$ cat config.mk
export PLATFORM = sky130hd
export DESIGN_NAME = fixed_chunk_pool_allocator
export DESIGN_NICKNAME = d
export VERILOG_FILES = /design/src/sv/fcpa_pkg.sv /design/src/sv/fixed_chunk_pool_allocator.sv
export VERILOG_INCLUDE_DIRS = /design/src /design/src/sv
export SDC_FILE = /design/constraint.sdc
export NUM_CORES = 1
export LEC_CHECK = 0
export ABC_CLOCK_PERIOD_IN_PS = 4450
export BUFFER_PORTS_ARGS = -buffer_cell sky130_fd_sc_hd__buf_4
export CELL_PAD_IN_SITES_DETAIL_PLACEMENT = 1
export CELL_PAD_IN_SITES_GLOBAL_PLACEMENT = 2
export CORE_ASPECT_RATIO = 1.25
export CORE_MARGIN = 1.5
export CORE_UTILIZATION = 39
export DETAILED_ROUTE_END_ITERATION = 10
export PLACE_DENSITY = 0.81
export SYNTH_ARGS = -nofsm -noshare
export SYNTH_HDL_FRONTEND = slang
export SYNTH_SLANG_ARGS = --single-unit
$ cat constraint.sdc
create_clock -name clock -period 4.45 [get_ports clock]
set_input_delay 0.6675 -clock clock [delete_from_list [all_inputs] [get_ports clock]]
set_output_delay 0.6675 -clock clock [all_outputs]
set_load 0.02 [all_outputs]
$ cat src/sv/fixed_chunk_pool_allocator_defines.svh
// Assertion macros for the fixed chunk pool allocator.
`ifndef FIXED_CHUNK_POOL_ALLOCATOR_DEFINES_SVH
`define FIXED_CHUNK_POOL_ALLOCATOR_DEFINES_SVH

`ifndef SYNTHESIS
// Property checked at every rising clock edge outside reset
`define FCPA_ASSERT(lbl, prop, msg) \
   lbl: assert property (@(posedge clock) disable iff (reset) prop) else $error(msg);
// Condition that must never hold outside reset
`define FCPA_ASSERT_NEVER(lbl, cond, msg) \
   lbl: assert property (@(posedge clock) disable iff (reset) !(cond)) else $error(msg);
`else
`define FCPA_ASSERT(lbl, prop, msg)
`define FCPA_ASSERT_NEVER(lbl, cond, msg)
`endif

`endif

$ cat src/sv/fcpa_pkg.sv
// Shared types and constants of the fixed chunk pool allocator.
`default_nettype none

package fcpa_pkg;

   // Field widths
   localparam int ADDR_W  = 32;
   localparam int SIZE_W  = 17;
   localparam int COUNT_W = 7;
   localparam int USED_W  = 7;

   // Configuration port
   localparam int CSR_AW = 4;
   localparam int CSR_DW = 32;

   // Register indexes (paddr[3:2])
   localparam logic [1:0] REG_BASE  = 2'd0;
   localparam logic [1:0] REG_SIZE  = 2'd1;
   localparam logic [1:0] REG_COUNT = 2'd2;

   // Register reset values
   localparam logic [ADDR_W-1:0]  BASE_RESET  = 32'd4096;
   localparam logic [SIZE_W-1:0]  SIZE_RESET  = 17'd64;
   localparam logic [COUNT_W-1:0] COUNT_RESET = 7'd64;

   // Built capacity
   localparam int DEFAULT_MAX_CHUNKS = 64;

   // Request kinds
   localparam logic KIND_ALLOC = 1'b0;
   localparam logic KIND_FREE  = 1'b1;

   typedef struct packed {
      logic              kind;
      logic [ADDR_W-1:0] address;
   } req_type;

   typedef struct packed {
      logic               ok;
      logic [ADDR_W-1:0]  chunk_address;
      logic [SIZE_W-1:0]  granted_size;
      logic [USED_W-1:0]  used_chunks;
   } rsp_type;

endpackage

`default_nettype wire

$ cat src/sv/fixed_chunk_pool_allocator.sv
// Fixed-size chunk pool allocator: LIFO free stack, allocation map, shared 32-bit adder.
//
// A request is taken when start is high and busy is low; its single result is shown on
// rsp_data for exactly one cycle with rsp_strobe high, and the receiver cannot stall it.
// Request and result fields are req_type/rsp_type from fcpa_pkg. A request that fails
// at once (allocate on an empty pool, free of address zero or with no chunks) answers
// in the next cycle. An allocate does one stack memory read, then shift-and-add steps
// of the shared adder forming base + index * size. A free scans the allocation map one
// chunk per cycle with the same adder stepping the chunk address. After reset and after
// every write to the base, size or count register the allocation map is cleared entry
// by entry, during which busy is high; registers remain writable meanwhile.
`default_nettype none
`include "fixed_chunk_pool_allocator_defines.svh"

module fixed_chunk_pool_allocator #(
   parameter int MAX_CHUNKS = fcpa_pkg::DEFAULT_MAX_CHUNKS
) (
   input  logic                         clock,
   input  logic                         reset,
   // request channel
   input  logic                         start,
   output logic                         busy,
   input  fcpa_pkg::req_type            req_data,
   // result channel
   output logic                         rsp_strobe,
   output fcpa_pkg::rsp_type            rsp_data,
   // register port
   input  logic                         psel,
   input  logic                         penable,
   input  logic                         pwrite,
   input  logic [fcpa_pkg::CSR_AW-1:0]  paddr,
   input  logic [fcpa_pkg::CSR_DW-1:0]  pwdata,
   output logic [fcpa_pkg::CSR_DW-1:0]  prdata,
   output logic                         pready
);
   import fcpa_pkg::*;

   localparam int IDX_W   = $clog2(MAX_CHUNKS);
   localparam int DEPTH_W = $clog2(MAX_CHUNKS + 1);
   localparam logic [IDX_W-1:0] LAST_IDX = IDX_W'(MAX_CHUNKS - 1);
   localparam logic [IDX_W-1:0] MUL_LAST = IDX_W'(IDX_W - 1);

   typedef enum logic [4:0] {
      S_CLEAR = 5'b00001,
      S_IDLE  = 5'b00010,
      S_POP   = 5'b00100,
      S_MUL   = 5'b01000,
      S_SCAN  = 5'b10000
   } state_type;

   // Control registers
   state_type            state_ff, state_in;
   logic [IDX_W-1:0]     cnt_ff, cnt_in;
   logic [DEPTH_W-1:0]   depth_ff, depth_in;
   logic [DEPTH_W-1:0]   min_depth_ff, min_depth_in;
   logic [USED_W-1:0]    in_use_ff, in_use_in;
   logic                 rsp_strobe_ff, rsp_strobe_in;
   logic [ADDR_W-1:0]    base_ff, base_in;
   logic [SIZE_W-1:0]    size_ff, size_in;
   logic [COUNT_W-1:0]   count_ff, count_in;

   // Datapath registers
   logic [ADDR_W-1:0]    acc_ff, acc_in;
   logic [ADDR_W-1:0]    sz_sh_ff, sz_sh_in;
   logic [IDX_W-1:0]     mul_ff, mul_in;
   logic [ADDR_W-1:0]    addr_ff, addr_in;
   rsp_type              rsp_ff, rsp_in;

   // Memories
   logic [IDX_W-1:0]     stack_mem [MAX_CHUNKS];
   logic                 map_mem   [MAX_CHUNKS];
   logic [IDX_W-1:0]     stack_rd_ff;
   logic                 map_rd_ff;
   logic [IDX_W-1:0]     stack_raddr, stack_waddr, stack_wdata;
   logic                 stack_we;
   logic [IDX_W-1:0]     map_raddr, map_waddr;
   logic                 map_we, map_wdata;

   logic                 csr_wr;
   logic [1:0]           csr_idx;
   logic                 rebuild;
   logic [DEPTH_W-1:0]   pool_chunks;
   logic [ADDR_W-1:0]    add_b, sum;
   logic [DEPTH_W-1:0]   pos;
   logic [IDX_W-1:0]     pop_idx;
   logic                 hit;

   // Register port
   assign csr_wr  = psel & penable & pwrite;
   assign csr_idx = paddr[CSR_AW-1:2];
   assign pready  = 1'b1;
   assign rebuild = csr_wr &&
                    (csr_idx == REG_BASE || csr_idx == REG_SIZE || csr_idx == REG_COUNT);

   always_comb begin
      base_in  = base_ff;
      size_in  = size_ff;
      count_in = count_ff;
      prdata   = '0;
      unique case (csr_idx)
         REG_BASE: begin
            prdata = base_ff;
            if (csr_wr) base_in = pwdata;
         end
         REG_SIZE: begin
            prdata = CSR_DW'(size_ff);
            if (csr_wr) size_in = pwdata[SIZE_W-1:0];
         end
         REG_COUNT: begin
            prdata = CSR_DW'(count_ff);
            if (csr_wr) count_in = pwdata[COUNT_W-1:0];
         end
         default: begin
            prdata = '0;
         end
      endcase
   end

   // Pool is capped at the built capacity
   always_comb begin
      if (32'(count_ff) < 32'(MAX_CHUNKS)) begin
         pool_chunks = DEPTH_W'(count_ff);
      end else begin
         pool_chunks = DEPTH_W'(MAX_CHUNKS);
      end
   end

   // Shared adder: multiply steps in S_MUL, address stepping otherwise
   always_comb begin
      if (state_ff == S_MUL) begin
         add_b = mul_ff[0] ? sz_sh_ff : '0;
      end else begin
         add_b = ADDR_W'(size_ff);
      end
   end
   assign sum = acc_ff + add_b;

   // Stack slots below the lowest depth since rebuild still hold their own index
   assign pos     = depth_ff - DEPTH_W'(1);
   assign pop_idx = (pos < min_depth_ff) ? pos[IDX_W-1:0] : stack_rd_ff;
   assign hit     = map_rd_ff && (acc_ff == addr_ff);

   assign stack_raddr = pos[IDX_W-1:0];
   assign map_raddr   = (state_ff == S_IDLE) ? '0 : cnt_ff + IDX_W'(1);

   // Sequencer
   always_comb begin
      state_in      = state_ff;
      cnt_in        = cnt_ff;
      depth_in      = depth_ff;
      min_depth_in  = min_depth_ff;
      in_use_in     = in_use_ff;
      rsp_strobe_in = 1'b0;
      acc_in        = acc_ff;
      sz_sh_in      = sz_sh_ff;
      mul_in        = mul_ff;
      addr_in       = addr_ff;
      rsp_in        = rsp_ff;
      map_we        = 1'b0;
      map_waddr     = cnt_ff;
      map_wdata     = 1'b0;
      stack_we      = 1'b0;
      stack_waddr   = depth_ff[IDX_W-1:0];
      stack_wdata   = cnt_ff;

      unique case (state_ff)
         S_CLEAR: begin
            map_we    = 1'b1;
            map_waddr = cnt_ff;
            map_wdata = 1'b0;
            cnt_in    = cnt_ff + IDX_W'(1);
            if (cnt_ff == LAST_IDX) begin
               state_in     = S_IDLE;
               depth_in     = pool_chunks;
               min_depth_in = pool_chunks;
               in_use_in    = '0;
            end
         end
         S_IDLE: begin
            if (start) begin
               addr_in = req_data.address;
               rsp_in  = '{ok: 1'b0, chunk_address: '0, granted_size: '0,
                            used_chunks: in_use_ff};
               if (req_data.kind == KIND_ALLOC) begin
                  if (depth_ff == '0) begin
                     rsp_strobe_in = 1'b1;
                  end else begin
                     state_in = S_POP;
                  end
               end else begin
                  if (req_data.address == '0 || pool_chunks == '0) begin
                     rsp_strobe_in = 1'b1;
                  end else begin
                     acc_in   = base_ff;
                     cnt_in   = '0;
                     state_in = S_SCAN;
                  end
               end
            end
         end
         S_POP: begin
            map_we    = 1'b1;
            map_waddr = pop_idx;
            map_wdata = 1'b1;
            depth_in  = pos;
            if (pos < min_depth_ff) min_depth_in = pos;
            in_use_in = in_use_ff + USED_W'(1);
            acc_in    = base_ff;
            mul_in    = pop_idx;
            sz_sh_in  = ADDR_W'(size_ff);
            cnt_in    = '0;
            state_in  = S_MUL;
         end
         S_MUL: begin
            acc_in   = sum;
            mul_in   = mul_ff >> 1;
            sz_sh_in = sz_sh_ff << 1;
            cnt_in   = cnt_ff + IDX_W'(1);
            if (cnt_ff == MUL_LAST) begin
               rsp_in        = '{ok: 1'b1, chunk_address: sum, granted_size: size_ff,
                                 used_chunks: in_use_ff};
               rsp_strobe_in = 1'b1;
               state_in      = S_IDLE;
            end
         end
         S_SCAN: begin
            if (hit) begin
               // release the chunk and push its index back
               map_we      = 1'b1;
               map_waddr   = cnt_ff;
               map_wdata   = 1'b0;
               stack_we    = 1'b1;
               stack_waddr = depth_ff[IDX_W-1:0];
               stack_wdata = cnt_ff;
               depth_in    = depth_ff + DEPTH_W'(1);
               if (in_use_ff != '0) in_use_in = in_use_ff - USED_W'(1);
               rsp_in = '{ok: 1'b1, chunk_address: '0, granted_size: '0,
                          used_chunks: (in_use_ff != '0) ? in_use_ff - USED_W'(1)
                                                         : in_use_ff};
               rsp_strobe_in = 1'b1;
               state_in      = S_IDLE;
            end else if (DEPTH_W'(cnt_ff) + DEPTH_W'(1) == pool_chunks) begin
               // no allocated chunk at that address
               rsp_strobe_in = 1'b1;
               state_in      = S_IDLE;
            end else begin
               acc_in = sum;
               cnt_in = cnt_ff + IDX_W'(1);
            end
         end
         default: begin
            state_in = S_CLEAR;
            cnt_in   = '0;
         end
      endcase

      // a write to the base, size or count register rebuilds the pool
      if (rebuild) begin
         state_in = S_CLEAR;
         cnt_in   = '0;
      end
   end

   // Control state
   always_ff @(posedge clock) begin
      if (reset) begin
         state_ff      <= S_CLEAR;
         cnt_ff        <= '0;
         depth_ff      <= '0;
         min_depth_ff  <= '0;
         in_use_ff     <= '0;
         rsp_strobe_ff <= 1'b0;
         base_ff       <= BASE_RESET;
         size_ff       <= SIZE_RESET;
         count_ff      <= COUNT_RESET;
      end else begin
         state_ff      <= state_in;
         cnt_ff        <= cnt_in;
         depth_ff      <= depth_in;
         min_depth_ff  <= min_depth_in;
         in_use_ff     <= in_use_in;
         rsp_strobe_ff <= rsp_strobe_in;
         base_ff       <= base_in;
         size_ff       <= size_in;
         count_ff      <= count_in;
      end
   end

   // Datapath
   always_ff @(posedge clock) begin
      acc_ff   <= acc_in;
      sz_sh_ff <= sz_sh_in;
      mul_ff   <= mul_in;
      addr_ff  <= addr_in;
      rsp_ff   <= rsp_in;
   end

   // Free stack memory
   always_ff @(posedge clock) begin
      if (stack_we) stack_mem[stack_waddr] <= stack_wdata;
      stack_rd_ff <= stack_mem[stack_raddr];
   end

   // Allocation map memory
   always_ff @(posedge clock) begin
      if (map_we) map_mem[map_waddr] <= map_wdata;
      map_rd_ff <= map_mem[map_raddr];
   end

   assign busy       = (state_ff != S_IDLE);
   assign rsp_strobe = rsp_strobe_ff;
   assign rsp_data   = rsp_ff;

   // Checks
   `FCPA_ASSERT_NEVER(a_stack_floor, min_depth_ff > depth_ff, "stack floor above depth")
   `FCPA_ASSERT(a_size_needs_ok, rsp_strobe && (rsp_data.granted_size != '0) |-> rsp_data.ok, "size granted on a failed request")
   `FCPA_ASSERT(a_busy_cause, $rose(busy) |-> $past(start) || $past(csr_wr), "busy without request or register write")

endmodule

`default_nettype wire

# Word level (Yosys, flattened, before mapping)
# Memory sizes are Yosys's and may differ from the RTL's. A register that Yosys moved wholly into a read port is not among the register bits.
# Index checks and enable logic that the tools add are counted.
# W data, S select, Z words.
# op_classes
addsub,7
order_cmp,2
eq_ne,24
n_mux,59
bitwise,2
n_reduce_logical,28
# op_table
cell,n
$mux W32,7
$mux W57,3
$pmux W57 S3,1
$pmux W32 S4,1
$pmux W32 S3,1
$pmux W32 S2,1
$mux W7,7
$mux W6,8
$pmux W7 S3,2
$mux W5,8
$add A32 B32 Y32,1
$eq A32 B32 Y1,1
$logic_not A32 Y1,1
$pmux W5 S5,1
$pmux W6 S3,1
$ne A2 B2 Y1 const B,8
$add A7 B1 Y7 const B,2
$logic_not A7 Y1,2
$mux W1,14
$pmux W7 S2,1
$sub A7 B1 Y7 const B,2
$pmux W6 S2,1
$reduce_and A6 Y1,2
$ne A3 B3 Y1 const B,3
other kinds (31),43
# word_totals
ff_bits,248
ramBits,448
word_cells,141
n_memories,2
# mem_list
name,words,word_bits,rd,rd_clocked_by_memory_dff,wr,line_no,source
stack_mem,64,6,1,1,1,fixed_chunk_pool_allocator.sv:70,logic [IDX_W-1:0] stack_mem [MAX_CHUNKS];
map_mem,64,1,1,1,1,fixed_chunk_pool_allocator.sv:71,logic map_mem [MAX_CHUNKS];

# Longest topological paths before layout
# logic_depth
word_depth,8
depth_mapped,19
mapped_depth_nobuf,15

# Least setup slack after synthesis
# No wires, ideal clock.
# synth_path
kind,register to register
start,reg cnt_ff[0]
end,"reg acc_ff[0], enable pin"
t_arrival_ns,4.431
slack_ns,-0.422
path_stages_with_launch,10
cell_sequence,dfxtp_1 clkbuf_1 nand3_1 xor2_1 xnor2_1 nand3_1 a211oi_1 o21ai_1 nand2_1 a31oi_1
# synth_via
elab_chain_len,4
# synth_lines
element,line_no,source
"start, declared",fixed_chunk_pool_allocator.sv:53,"logic [IDX_W-1:0] cnt_ff, cnt_in;"
"start signal, assigned",fixed_chunk_pool_allocator.sv:278,cnt_ff <= cnt_in;
$add A6 B1 Y7,fixed_chunk_pool_allocator.sv:242,end else if (DEPTH_W'(cnt_ff) + DEPTH_W'(1) == pool_chunks) begin
$eq A7 B7 Y1,fixed_chunk_pool_allocator.sv:242,
$ne A2 B2 Y1 (no source line),-,
$reduce_and A6 Y1 (no source line),-,
"end signal, assigned",fixed_chunk_pool_allocator.sv:291,acc_ff <= acc_in;
"end, declared",fixed_chunk_pool_allocator.sv:63,"logic [ADDR_W-1:0] acc_ff, acc_in;"
# No other way between the ends.
# A chain may end at the register's enable or synchronous reset.

# Worst setup path in the final report
# layout_path
start,reg depth_ff[1]
end,"mem map_mem[2], enable pin"
# layout_via
elab_chain_len,4
# layout_lines
element,line_no,source
"start, declared",fixed_chunk_pool_allocator.sv:54,"logic [DEPTH_W-1:0] depth_ff, depth_in;"
"start signal, assigned",fixed_chunk_pool_allocator.sv:279,depth_ff <= depth_in;
$sub A7 B1 Y7 *,fixed_chunk_pool_allocator.sv:139,assign pos = depth_ff - DEPTH_W'(1);
$lt A7 B7 Y1,fixed_chunk_pool_allocator.sv:140,assign pop_idx = (pos < min_depth_ff) ? pos[IDX_W-1:0] : stack_rd_ff;
$mux W6 *,fixed_chunk_pool_allocator.sv:140,
$mux W6 *,-,
"end, declared",fixed_chunk_pool_allocator.sv:71,
# Mark *: on every way between the ends. The rest lies on a longest branch, timed or not.

==> flow_results.xml <==
<?xml version="1.0" encoding="UTF-8"?>
<metrics>
  <group name="status">
    <metric name="run_status" unit="">finished clean</metric>
  </group>
  <group name="detailed_routing">
    <metric name="avgRoutedWirePerCell" unit="um">24.3</metric>
    <metric name="first_drt_iteration_drcs" unit="">1350</metric>
    <metric name="detailed_router_iteration_count_before_antenna_repair" unit="">5</metric>
    <metric name="route.detailed.drc" unit="">0</metric>
    <metric name="wirelength" unit="mm">90.7</metric>
    <metric name="antenna_violating_nets_post_route" unit="">0</metric>
    <metric name="dr_total_vias" unit="">20700</metric>
    <metric name="vias_per_cell" unit="">5.54</metric>
  </group>
  <group name="worst_setup_path">
    <metric name="cp_max_fo" unit="">16</metric>
    <metric name="critical_path_arrival" unit="ps">4470</metric>
    <metric name="crit_required" unit="ps">4740</metric>
    <metric name="crit_path_cell_trace" unit="">inv_1, ha_1, nor3b_1, xnor2_2, inv_1, ha_1, nand2_1, o21ai_1, a31o_1, buf_4, mux2_2, mux2i_1, nand2_1, nor3_1</metric>
    <metric name="critPathCaptureType" unit="">flop</metric>
    <metric name="worst_path_dominant_cell_family" unit="">simple AND/OR/NAND/NOR gates</metric>
    <metric name="max_incr_delay_on_cp" unit="ps">420</metric>
    <metric name="start_kind" unit="">flop</metric>
    <metric name="timing.critical_path.buf_inv" unit="">3</metric>
    <metric name="cp_slowest_cell" unit="">sky130_fd_sc_hd__nand2_1</metric>
    <metric name="path_class" unit="">reg2reg</metric>
  </group>
  <group name="global_route">
    <metric name="grt_first_pass_wirelength" unit="mm">139</metric>
    <metric name="grt.total_usage" unit="%">22.1</metric>
    <metric name="number_of_antenna_violations_at_the_first_check_in_global_routing" unit="">1</metric>
    <metric name="maximum_number_of_pins_on_one_net_before_global_route_repair" unit="">77</metric>
    <metric name="first_global_vias" unit="">22300</metric>
    <metric name="gr-total-overflow" unit="">0</metric>
  </group>
  <group name="die">
    <metric name="core" unit="um2">79800</metric>
    <metric name="std_cell_rows" unit="">116</metric>
    <metric name="die-area" unit="um2">82100</metric>
    <metric name="height_of_the_die" unit="um">320</metric>
    <metric name="initial_core_util" unit="%">39.3</metric>
    <metric name="io_pins" unit="">167</metric>
    <metric name="die_x" unit="um">257</metric>
  </group>
  <group name="clock_tree">
    <metric name="tritoncts" unit="">done</metric>
    <metric name="clock_insertion_delay_worst_skew" unit="ps">630</metric>
    <metric name="clock_path_buffers" unit="">3</metric>
    <metric name="worst_setup_hold_path_clk_slew" unit="ps">60</metric>
    <metric name="postCtsSetupRepairBufs" unit="">0</metric>
    <metric name="deepest_level_of_the_cts_h_tree" unit="">3</metric>
    <metric name="cts.hold.buffers_added" unit="">0</metric>
    <metric name="post_cts.resized_instances" unit="">0</metric>
    <metric name="cts_root_buf" unit="">sky130_fd_sc_hd__clkbuf_16</metric>
    <metric name="clock_sinks" unit="">703</metric>
    <metric name="cts_inserted_buffers" unit="">76</metric>
  </group>
  <group name="synthesis">
    <metric name="postSynth.topFlopCell" unit="">sky130_fd_sc_hd__edfxtp_1</metric>
    <metric name="synth_sequential_area_ratio" unit="%">64.3</metric>
    <metric name="syn_area_per_cell" unit="um2">12.9</metric>
    <metric name="synth_seq_cells" unit="">703</metric>
    <metric name="number_of_enable_flip_flop_cells_after_synthesis" unit="">607</metric>
    <metric name="synth-adder-area-share" unit="%">1.90</metric>
    <metric name="post-synth-top-count-cell" unit="">sky130_fd_sc_hd__edfxtp_1</metric>
    <metric name="synthTopCellsByCount" unit="">sky130_fd_sc_hd__edfxtp_1, sky130_fd_sc_hd__nand2_1, sky130_fd_sc_hd__nor2_1</metric>
    <metric name="yosys.area_share.xor_xnor" unit="%">2.23</metric>
    <metric name="ys.warnings.count" unit="">0</metric>
    <metric name="synth_top_area_cell" unit="">sky130_fd_sc_hd__edfxtp_1</metric>
    <metric name="syn_nets" unit="">2553</metric>
    <metric name="synth_top_family_by_area" unit="">simple AND/OR/NAND/NOR gates</metric>
    <metric name="yosys.cell_types.count" unit="">75</metric>
    <metric name="post_synthesis_simple_gate_area_fraction" unit="%">13.2</metric>
    <metric name="synthesized_netlist_cell_count" unit="">2431</metric>
    <metric name="syn_area" unit="um2">31400</metric>
    <metric name="yosys.area.top_type_share" unit="%">58.1</metric>
    <metric name="ranking_of_synthesized_cells_by_area" unit="">sky130_fd_sc_hd__edfxtp_1, sky130_fd_sc_hd__mux4_2, sky130_fd_sc_hd__dfxtp_1</metric>
    <metric name="async_flop_share" unit="%">0</metric>
    <metric name="synth_compound_gate_area_share" unit="%">7.09</metric>
    <metric name="synth_mux_area_share" unit="%">9.05</metric>
  </group>
  <group name="placement">
    <metric name="place.detailed.hpwl" unit="mm">61.3</metric>
    <metric name="routabilityCongestion" unit="">0.879</metric>
    <metric name="numPortBuffers" unit="">163</metric>
    <metric name="detailed_place.area" unit="um2">34000</metric>
    <metric name="detailedPlace.worstSlack" unit="ps">299</metric>
  </group>
  <group name="timing">
    <metric name="setup-tns-final" unit="ps">0</metric>
    <metric name="finalCriticalPeriod" unit="ps">4180</metric>
    <metric name="hold_ws" unit="ps">237</metric>
    <metric name="setup_repair_after_global_routing_missed_its_margin" unit="">false</metric>
    <metric name="layout_setup_ws" unit="ps">267</metric>
    <metric name="skew" unit="ps">22.5</metric>
    <metric name="post-route-period-util" unit="%">94.0</metric>
    <metric name="worst_slew_pin_slew" unit="ps">1100</metric>
    <metric name="hold_viol_final" unit="">0</metric>
    <metric name="timing.final.max_slew_violations" unit="">0</metric>
    <metric name="timing.final.setup_violations" unit="">0</metric>
    <metric name="max_freq" unit="GHz">0.239</metric>
    <metric name="slew_margin_rel" unit="%">26.5</metric>
  </group>
  <group name="job">
    <metric name="max_cap_viol_count" unit="">0</metric>
  </group>
  <group name="power">
    <metric name="power_leakage" unit="nW">12.6</metric>
    <metric name="vdd_ir_drop_max" unit="V">0.000249</metric>
    <metric name="power_density" unit="nW/um2">468</metric>
    <metric name="sum_of_internal_switching_and_leakage_power" unit="mW">17.1</metric>
  </group>
  <group name="layout">
    <metric name="num_antenna_cells" unit="">0</metric>
    <metric name="area_growth" unit="%">16.5</metric>
    <metric name="final_layout_size_suffix_gt1_share" unit="%">18.5</metric>
    <metric name="final_design_area_no_fill" unit="um2">36500</metric>
    <metric name="fill_cells" unit="">8234</metric>
    <metric name="final_net_count" unit="">2722</metric>
  </group>
  <group name="hold_path">
    <metric name="min-delay-path-class" unit="">in2reg</metric>
  </group>
</metrics>
-- where the power goes --
group / switching, mW / internal (mW)
logic: 2.15 / 1.08
clock network: 2.61 / 3.76
registers: 0.105 / 7.40
-- per-layer routing --
metal | up-vias | GRT usage (%) | wire length (um)
li1 | 9392 | - | -
met1 | 10600 | 25.9 | 35400
met2 | 501 | 40.7 | 48400
met3 | 150 | 3.11 | 3860
met4 | 2 | 8.25 | 2980
met5 | - | 0 | 13
-- worst reg2reg max path: cells and delay by family, from the launching register on --
family | cells | cell delay, ps
adder cells (fa/ha/maj) | 2 | 580
flip-flops | 1 | 370
XOR/XNOR | 1 | 160
AO/OA/AOI/OAI | 2 | 430
multiplexers | 2 | 570
buffers and inverters | 3 | 540
AND/OR/NAND/NOR | 4 | 1200
-- placed cells by master (no fill, tap or decap), types with 21 or more instances in the layout --
cell,n
sky130_fd_sc_hd__buf_4,234
sky130_fd_sc_hd__mux4_2,105
sky130_fd_sc_hd__inv_1,32
sky130_fd_sc_hd__and3_1,37
sky130_fd_sc_hd__o21ai_0,89
sky130_fd_sc_hd__clkbuf_16,81
sky130_fd_sc_hd__nor2_1,179
sky130_fd_sc_hd__ha_1,45
sky130_fd_sc_hd__xor2_1,39
sky130_fd_sc_hd__edfxtp_1,607
sky130_fd_sc_hd__nand3_1,61
sky130_fd_sc_hd__xnor2_1,39
sky130_fd_sc_hd__mux2i_1,35
sky130_fd_sc_hd__dfxtp_1,89
sky130_fd_sc_hd__and2_1,63
sky130_fd_sc_hd__nor3_1,84
sky130_fd_sc_hd__nand2_1,405
sky130_fd_sc_hd__a21oi_1,120
sky130_fd_sc_hd__a31oi_1,21
-- stage by stage --
step | instances | util [%]
2_1_floorplan | 2431 | -
3_3_place_gp | 3584 | 42.6
3_5_place_dp | 3584 | 42.6
4_1_cts | 3725 | 45.7
5_1_grt | 3725 | 45.7
6_report | 3725 | 45.7
-- area by class of cell --
cell class                 instances  area [um2]  area share (%)
sequential                       703       20200            55.2
multi-input combinational       1548       10600            28.9
inverter                          33         124           0.339
timing repair buffer             238        1840            5.03
tap                             1062        1330            3.64
clock buffer                     109        2210            6.06
clock inverter                    32         300           0.822
-- registers in the layout, summed over array words and instances, names as in the netlist, 7 cells and up --
register	cells
acc_ff	32
addr_ff	32
base_ff	32
count_ff	7
depth_ff	7
in_use_ff	7
map_mem	64
min_depth_ff	7
rsp_data	57
size_ff	17
stack_mem	384
sz_sh_ff	32
-- logic make-up (layout without fill, tap and decap cells) --
group | after synthesis | after routing
buf+inv | 180 | 412
compound gates | 354 | 354
mux | 150 | 150
fa+ha+maj | 47 | 47
other cells | 1 | 1
xor+xnor | 80 | 80
flops | 703 | 703
simple gates | 916 | 916
-- final timing paths --
path	depth (start not counted)	slack [ps]	endpoint	start
setup / recovery	14	270	map_mem[2]	depth_ff[1]
setup reg to reg	14	270	map_mem[2]	depth_ff[1]
hold / removal	1	240	addr_ff[8]	req_data[8]
hold reg to reg	2	470	base_ff[14]	base_ff[14]
Power figures use the tool's default switching activity.
